===== src/nsp_pkg.sv =====
`default_nettype none
package nsp_pkg;

   localparam int COORD_BITS  = 28;
   localparam int T_FRAC_BITS = 20;
   localparam int RADIUS_W    = 24;
   localparam int ID_W        = 32;
   localparam int DIST_W      = 48;
   localparam int SQ_IN_W     = 24;

   // Coordinate differences, projection parameter and serial multiplier operands.
   localparam int DIFF_W   = COORD_BITS + 1;
   localparam int T_W      = T_FRAC_BITS + 1;
   localparam int OP_W     = (DIFF_W > T_W) ? DIFF_W : T_W;
   localparam int PROD_W   = 2 * OP_W;
   localparam int DOT_W    = PROD_W + 2;
   localparam int DX_W     = DIFF_W + 2;
   localparam int MUL_CNT_W = $clog2(OP_W);
   localparam int DIV_CNT_W = (T_FRAC_BITS > 1) ? $clog2(T_FRAC_BITS) : 1;

   localparam logic [ID_W-1:0] MISS_ID = '1;

   typedef struct packed {
      logic signed [COORD_BITS-1:0] query_x;
      logic signed [COORD_BITS-1:0] query_y;
      logic [RADIUS_W-1:0]          search_radius;
      logic signed [COORD_BITS-1:0] start_x;
      logic signed [COORD_BITS-1:0] start_y;
      logic signed [COORD_BITS-1:0] end_x;
      logic signed [COORD_BITS-1:0] end_y;
      logic [ID_W-1:0]              seg_id;
      logic                         endpoints_valid;
      logic                         first_of_query;
      logic                         last_of_query;
   } req_type;

   typedef struct packed {
      logic [ID_W-1:0] best_seg_id;
      logic            hit;
   } rsp_type;

   function automatic logic [DIFF_W-1:0] mag_diff(input logic [DIFF_W-1:0] v);
      return v[DIFF_W-1] ? (~v + 1'b1) : v;
   endfunction

   function automatic logic [DX_W-1:0] mag_dx(input logic [DX_W-1:0] v);
      return v[DX_W-1] ? (~v + 1'b1) : v;
   endfunction

endpackage
`default_nettype wire


===== src/nsp_mul_serial.sv =====
`default_nettype none
// Shift-and-add multiplier, one multiplier bit per cycle.
module nsp_mul_serial
   import nsp_pkg::*;
(
   input  wire logic              clock,
   input  wire logic              reset,
   input  wire logic              start,
   input  wire logic [OP_W-1:0]   mcand,
   input  wire logic [OP_W-1:0]   mplier,
   output logic                   done,
   output logic [PROD_W-1:0]      product
);

   logic [PROD_W-1:0]    mcand_ff, mcand_in;
   logic [OP_W-1:0]      mplier_ff, mplier_in;
   logic [PROD_W-1:0]    acc_ff, acc_in;
   logic [MUL_CNT_W-1:0] cnt_ff, cnt_in;
   logic                 busy_ff, busy_in;
   logic                 done_ff, done_in;

   always_comb begin
      mcand_in  = mcand_ff;
      mplier_in = mplier_ff;
      acc_in    = acc_ff;
      cnt_in    = cnt_ff;
      busy_in   = busy_ff;
      done_in   = 1'b0;
      if (start) begin
         mcand_in  = PROD_W'(mcand);
         mplier_in = mplier;
         acc_in    = '0;
         cnt_in    = '0;
         busy_in   = 1'b1;
      end else if (busy_ff) begin
         if (mplier_ff[0]) begin
            acc_in = acc_ff + mcand_ff;
         end
         mcand_in  = {mcand_ff[PROD_W-2:0], 1'b0};
         mplier_in = {1'b0, mplier_ff[OP_W-1:1]};
         cnt_in    = cnt_ff + 1'b1;
         if (cnt_ff == MUL_CNT_W'(OP_W - 1)) begin
            busy_in = 1'b0;
            done_in = 1'b1;
         end
      end
   end

   always_ff @(posedge clock) begin
      if (reset) begin
         busy_ff <= 1'b0;
         done_ff <= 1'b0;
         cnt_ff  <= '0;
      end else begin
         busy_ff <= busy_in;
         done_ff <= done_in;
         cnt_ff  <= cnt_in;
      end
      mcand_ff  <= mcand_in;
      mplier_ff <= mplier_in;
      acc_ff    <= acc_in;
   end

   assign done    = done_ff;
   assign product = acc_ff;

endmodule
`default_nettype wire


===== config.mk =====
export PLATFORM = sky130hd
export DESIGN_NAME = nsp_mul_serial
export DESIGN_NICKNAME = d
export VERILOG_FILES = /design/src/nsp_pkg.sv /design/src/nsp_mul_serial.sv
export SDC_FILE = /design/constraint.sdc
export NUM_CORES = 1
export LEC_CHECK = 0
export BUFFER_PORTS_ARGS = -buffer_cell sky130_fd_sc_hd__buf_4
export CAP_MARGIN = 5
export CORE_MARGIN = 10
export CORE_UTILIZATION = 59
export CTS_CLUSTER_SIZE = 40
export DETAILED_ROUTE_END_ITERATION = 12
export GPL_ROUTABILITY_DRIVEN = 1
export PLACE_DENSITY = 0.87
export SETUP_SLACK_MARGIN = 0.4
export SLEW_MARGIN = 20
export SYNTH_ARGS = -nofsm -noshare
export SYNTH_HDL_FRONTEND = slang
export SYNTH_SLANG_ARGS = --single-unit

===== constraint.sdc =====
create_clock -name clock -period 3.4 [get_ports clock]
set_input_delay 0.34 -clock clock [delete_from_list [all_inputs] [get_ports clock]]
set_output_delay 0.34 -clock clock [all_outputs]
set_load 0.02 [all_outputs]

==> results of run 1 <==
power by group through the flow:
stage / clock (mW) / sequential [mW] / combinational [mW]
detailed placement: 0 / 2.13 / 0.822
global route: 2.05 / 2.11 / 1.01
floorplan: 0 / 2.14 / 0.561
finish: 1.95 / 2.10 / 0.936
CTS: 1.96 / 2.09 / 0.851
global placement: 0 / 2.12 / 0.810
area by class of cell:
class                   count  area share, %
flip-flops and latches    152           32.3
well taps                 211           2.35
clock buffers              17           3.79
inverters                  24          0.803
repair buffers            141           9.44
multi-input cells         773           49.7
clock inverters            15           1.56
what timing repair did:
action / CTS / global route
hold endpoints to repair: 0 / 0
resized for setup: 10 / 50
setup buffers: 2 / 12
hold buffers: 0 / 0
pin swaps: 2 / 17
endpoints found under the setup margin: 11 / 19
stage by stage:
stage / worst slack, ps / cell area [um^2] / util [%] / total power, mW / instances
after floorplan: 513 / 9250 / - / 2.70 / 1007
after global placement: 347 / 10200 / 66.9 / 2.93 / 1287
after detailed placement: 262 / 10200 / 66.9 / 2.95 / 1287
after CTS: 393 / 10900 / 71.3 / 4.90 / 1321
after global routing: 369 / 11200 / 73.5 / 5.17 / 1333
final: 415 / 11200 / 73.5 / 4.99 / 1333
Yosys cell counts, drive strengths merged (7+ instances only):
cell type and number:
a211oi 14, a21o 25, a21oi 112, a31oi 9, and2 9, and3 12
buf 24, clkbuf 34, dfxtp 94, edfxtp 58, ha 59, inv 23
mux2 56, mux2i 32, nand2 106, nand3 19, nand4 20, nor2 83
nor3 16, o211ai 7, o21a 7, o21ai 47, o21bai 20, o31ai 7
or3 7, xnor2 21, xor2 22
worst reg2reg max path, stage by stage (launching register included):
cell and delay (ps):
edfxtp_1 410, ha_1 380, and4_4 230, and2_1 160, a211o_1 370, a31oi_4 290
a211o_4 210, o21ai_4 80, and3_4 190, a211o_1 270, mux2_4 290
final timing paths:
kind / to / slack, ps
worst max register to register: product[57]$_SDFFE_PP0P_ / 420
worst min register to register: product[39]$_SDFFE_PP0P_ / 480
worst max-delay path: product[57]$_SDFFE_PP0P_ / 420
worst min-delay path: busy_ff$_SDFF_PP0_ / 50
state kept, by name, indices dropped and copies added (netlist names):
register   flops
mcand_ff      58
product       58
cnt_ff         5
busy_ff        1
done           1
mplier_ff     29
per-layer routing:
| layer | wire length [um] | part of all wire (%) | vias up |
|---|---|---|---|
| met5 | 0 | 0 | - |
| met3 | 1800 | 7.3 | 71 |
| met2 | 12100 | 49 | 338 |
| met4 | 622 | 2.5 | 0 |
| li1 | - | - | 3893 |
| met1 | 10300 | 41 | 3879 |
kinds of logic after synthesis:
group / after synthesis
AO/OA/AOI/OAI: 275
XOR/XNOR: 43
adder cells (fa/ha/maj): 60
buffers and inverters: 82
flip-flops: 152
multiplexers: 88
AND/OR/NAND/NOR: 307
cell usage in the layout, fill, tap and decap left out, types with 21 or more instances in the layout:
cell type	netlist	layout
buf_4	2	141
a21oi_1	110	108
nand2_1	105	103
dfxtp_1	94	92
nor2_1	83	82
edfxtp_1	58	58
mux2_2	55	55
o21ai_0	39	37
ha_1	59	36
mux2i_1	32	32
a21o_1	24	24
inv_1	23	23
xor2_1	22	22
xnor2_1	21	21
==> summary.md, run 1 <==
| Metric | Value |
|---|---|
| Run status | complete, no violations |
| Initial DRC count | 796 |
| Post-synthesis simple-gate area fraction | between 10% and 20% |
| Multi-input logic area | around 5600 um^2 |
| Cts bufs inserted | 17 |
| M1 GR Usage | 26.0% |
| Clk Latency, worst-skew pair | ~440 ps |
| Synthesized instance count | 1007 |
| Final Setup Violations | 0 |
| Fillers | roughly 1100 |
| CTS tree | done |
| Post-synth top flop | dfxtp_1 |
| Leak | about 4.6 nW |
| Crit. Startpoint | mcand_ff[6]$_DFFE_PP_ |
| Gpl congestion | just under 1 |
| Synth Warn # | 0 |
| Combinational share of power | 18.8% |
| Most frequent CP cell | a211o_1 |
| Worst EP required | between 3000 and 4000 ps |
| DIE WIDTH | 145 um |
| DRC | 0 |
| GR Util met3 | 6.33% |
| Die area | 21100 um^2 |
| Synth area leader | dfxtp_1 |
| R2R Path Start | mcand_ff[6]$_DFFE_PP_ |
| # H-tree levels | 4 |
| Mapped cell area | 9250 um^2 |
| Main combinational cell family by area after synthesis | compound AO/OA/AOI/OAI gates |
| Row count | between 40 and 50 |
| Setup crit start kind | flop |
| Clock power share | 39.2% |
| Vias/cell | 6.14 |
| Post-synth ARST share | 0% |
| Nets | ~1200 |
| Max Cap Viol | 0 |
| Ports | 120 |
| Number of flops mapped to enable cells by yosys | 58 |
| Post-synthesis adder-cell area fraction | just over 8% |
| Hold path cells | 2 |
| Post-synth top area share | 20.3% |
| Min-delay src | reset |
| Placeable Area | roughly 15000 um^2 |
| Peak Freq | 335 MHz |
| Seq pwr share | 42.1% |
| Setup crit end kind | flop |
| Tot GR Track Use | 21.7% |
| Smallest hold slack | 52.7 ps |
| Layout cells sized above 1 | around a quarter |
| CTS Sinks | 152 |
| Layout area overhead | 21.3% |
| Clock Tree Root | clkbuf_16 |
| Routed Antenna Nets | 0 |
| WP data arrival | between 3000 and 4000 ps |
| IO buf count | 119 |
| Syn avg cell area | roughly 9.2 um^2 |
| Initial antenna violation count | 0 |
| Hold Fails Final Rpt | 0 |
| Synth Area in Compound Gates | 18.6% |
| Slew Viols, Final | 0 |
| Wirelength per Cell | 18.6 um |
| Buffer depth of the longest clock path | 2 |
| Ant diodes | 0 |
| Seq/Total Area, Yosys | between 30 and 40% |
| Grt peak-use layer | met2 |
| Largest net degree at the start of global routing | between 60 and 70 |
| Setup TNS | 0 ps |
| CP Max Fanout | 6 |
| FF-to-FF path depth | 10 |
| Largest cells by area after synthesis | dfxtp_1 20%, edfxtp_1 19%, ha_1 8.0%, mux2_2 6.7%, a21oi_1 6.0% |
| GRT overflow | 0 |
| Switch share | 30.1% |
| Unrepaired setup endpoints after global routing | true |
| Register Area | around 3600 um^2 |
| Peak supply drop | around 0.38 mV |
| Power per cell area | 445 nW/um^2 |
| Xor and xnor area share after synthesis | 4.07% |
| Post-synthesis mux area share | between 10 and 15% |
| Switching power | 1.50 mW |
| Count of cell types in the netlist | 71 |
| Internal power | 3.49 mW |
| Max incr delay on CP | around 400 ps |
| Rel. slew slack | 27.9% |
| Dpl hpwl | 17100 um |
| Met2 GRT Util | 36.4% |
| Final worst path period need | 2980 ps |
| Largest delay share family, worst path | compound AO/OA/AOI/OAI gates |
| FF+latch count, synth | roughly 150 |
| Worst min path class | in -> reg |
| Worst path cell trace | ha_1 > and4_4 > and2_1 > a211o_1 > a31oi_4 > a211o_4 > o21ai_4 > and3_4 > a211o_1 > mux2_4 |
| CP max stage cell | edfxtp_1 |
| Vias in the first global route | just under 8000 |
| Via count | 8181 |
| Syn_nets | 1128 |
| Total wire length | about 25000 um |
| Reg clk slew, reported paths | 70 ps |
| CP Buf/Inv Count | 0 |
| Critical setup path kind | reg -> reg |
| Clock Skew | 18.0 ps |
| Die height | 145 um |
| Actual slew at the worst max-slew pin | ~1100 ps |
| First-pass GRT wire length | between 30000 and 40000 um |
| CP Depth | 10 |
| Tcrit/Tclk final | about 88% |
| DRT Pass-1 Iters | 5 |
| Initial core utilization | 60.6% |
Power figures use the tool's default switching activity.
==> run 2: changes to the inputs <==
- clock period: 3.4 -> 3.35 ns (I/O delays scaled with it)
==> summary.md, run 2 (synthesized netlist as in run 1, its figures left out) <==
| Metric | Value |
|---|---|
| Slew Viols, Final | 0 (unchanged) |
| Tot GR Track Use | 21.9% (was 21.7%) |
| Ports | 120 (unchanged) |
| Commonest non-fill, non-tap cell in the layout | buf_4 (unchanged) |
| Worst EP required | 3700 ps (was 3730 ps) |
| Row count | 45 (unchanged) |
| Run status | complete, no violations (unchanged) |
| Gpl congestion | 1.01 (was 0.995) |
| Commonest non-fill, non-tap cells in the layout | 143 x buf_4, 106 x a21oi_1, 101 x nand2_1 (was 141 x buf_4, 108 x a21oi_1, 103 x nand2_1) |
| Clock Tree Root | clkbuf_16 (unchanged) |
| Clk Latency, worst-skew pair | 440 ps (about the same) |
| DRC | 0 (unchanged) |
| Vias/cell | 6.14 (about the same) |
| # hold bufs at CTS | 0 (unchanged) |
| Final Setup Violations | 0 (unchanged) |
| Worst min path class | in -> reg (unchanged) |
| DRT Pass-1 Iters | 5 (unchanged) |
| Layout area overhead | 22.2% (was 21.3%) |
| Initial antenna violation count | 0 (unchanged) |
| Tcrit/Tclk final | 88.6% (was 87.8%) |
| Cts bufs inserted | 17 (unchanged) |
| Max Cap Viol | 0 (unchanged) |
| Vias in the first global route | 7883 (was 7938) |
| Finished Layout Cells | 1336 (was 1333) |
| Total wire length | 25100 um (was 24800 um) |
| Fillers | 1022 (was 1073) |
| DIE WIDTH | 145 um (unchanged) |
| Die height | 145 um (unchanged) |
| CP max stage cell | o41a_1 (was edfxtp_1) |
| WP data arrival | 3320 ps (was 3310 ps) |
| CP Depth | 10 (unchanged) |
| Via count | 8197 (was 8181) |
| Leak | 4.59 nW (was 4.56 nW) |
| Largest delay share family, worst path | compound AO/OA/AOI/OAI gates (unchanged) |
| DP Area | 10200 um^2 (about the same) |
| FF-to-FF path depth | 10 (unchanged) |
| Setup crit start kind | flop (unchanged) |
| Actual slew at the worst max-slew pin | 1160 ps (was 1080 ps) |
| Most frequent CP cell | a21oi_1 (was a211o_1) |
| CP Max Fanout | 6 (unchanged) |
| Initial DRC count | 746 (was 796) |
| Rel. slew slack | 22.3% (was 27.9%) |
| Placed insts | 1288 (was 1287) |
| Hold Fails Final Rpt | 0 (unchanged) |
| Nets | 1233 (was 1230) |
| Wirelength per Cell | 18.8 um (was 18.6 um) |
| Placeable Area | 15300 um^2 (unchanged) |
| Initial core utilization | 60.6% (unchanged) |
| Critical setup path kind | reg -> reg (unchanged) |
| Peak Freq | 337 MHz (was 335 MHz) |
| Buffer depth of the longest clock path | 2 (unchanged) |
| Worst path cell trace | ha_1 > nand2_2 > o21ai_0 > a21oi_1 > o21a_1 > a31o_4 > o41a_1 > o21ai_2 > a21oi_1 > o31ai_1 (was ha_1 > and4_4 > and2_1 > a211o_1 > a31oi_4 > a211o_4 > o21ai_4 > and3_4 > a211o_1 > mux2_4) |
| Dpl hpwl | 17100 um (about the same) |
| Design area | 11300 um^2 (was 11200 um^2) |
| Power per cell area | 446 nW/um^2 (was 445 nW/um^2) |
| Reg clk slew, reported paths | 70 ps (about the same) |
| CTS Sinks | 152 (unchanged) |
| CP Buf/Inv Count | 0 (unchanged) |
| Max incr delay on CP | 470 ps (was 410 ps) |
| First-pass GRT wire length | 38800 um (about the same) |
| Routed Antenna Nets | 0 (unchanged) |
| Setup TNS | 0 ps (unchanged) |
| Unrepaired setup endpoints after global routing | true (unchanged) |
| Die area | 21100 um^2 (unchanged) |
| Layout cells sized above 1 | 26.4% (was 26.2%) |
| Largest net degree at the start of global routing | 69 (unchanged) |
| CTS tree | done (unchanged) |
| GRT overflow | 0 (unchanged) |
| Final worst path period need | 2970 ps (was 2980 ps) |
| IO buf count | 119 (unchanged) |
| Hold path cells | 2 (unchanged) |
| Clock Skew | 14.2 ps (was 18.0 ps) |
| # H-tree levels | 4 (unchanged) |
| Peak supply drop | 0.396 mV (was 0.379 mV) |
| Setup crit end kind | flop (unchanged) |
| Ant diodes | 0 (unchanged) |
-- run 2: changes by cell type in the layout (fill, tap and decap cells not counted), moves of 3 or more --
cell / change
ha_2: -11
o21ai_1: +3
ha_4: +9
o21ai_0: -3
clkinv_8: +3
-- run 2: area by class of cell --
cell class	count	area (um^2)	share of cell area, %
Multi-Input combinational cell	773	5650	50.0
Sequential cell	152	3630	32.1
Timing Repair Buffer	144	1080	9.54
Clock buffer	17	425	3.76
Tap cell	211	264	2.34
Clock inverter	15	173	1.53
Inverter	24	90.1	0.797
-- run 2: per-stage QoR --
stage / power [mW] / setup slack, ps / hold slack, ps / util [%]
floorplan: 2.74 / 463 / 407 / -
global placement: 2.98 / 301 / 459 / 67.0
detailed placement: 3.00 / 218 / 468 / 67.0
CTS: 4.94 / 403 / 37.6 / 71.7
global route: 5.23 / 326 / 33.3 / 74.1
finish: 5.04 / 383 / 47.7 / 74.1
-- run 2: final timing paths --
check / from / endpoint / slack, ps
hold reg to reg: product[39]$_SDFFE_PP0P_ / product[39]$_SDFFE_PP0P_ / 480
hold / removal: reset / busy_ff$_SDFF_PP0_ / 50
setup reg to reg: mcand_ff[13]$_DFFE_PP_ / product[51]$_SDFFE_PP0P_ / 380
setup / recovery: mcand_ff[13]$_DFFE_PP_ / product[51]$_SDFFE_PP0P_ / 380
-- run 2: power by group --
group | internal (mW) | switching (mW)
Combinational | 0.438 | 0.545
Clock | 1.00 | 0.914
Sequential | 2.05 | 0.0892
-- run 2: what timing repair did --
item                       in CTS  in global routing
pin swaps                       3                 21
gates resized for setup        20                 51
setup endpoints to repair      12                 22
buffers inserted                4                 12
-- run 2: routing by layer --
layer | track usage (%) | routed length [um]
met5 | 0 | 0
met4 | 6.72 | 571
met3 | 6.80 | 2030
met2 | 36.5 | 12100
met1 | 26.4 | 10400
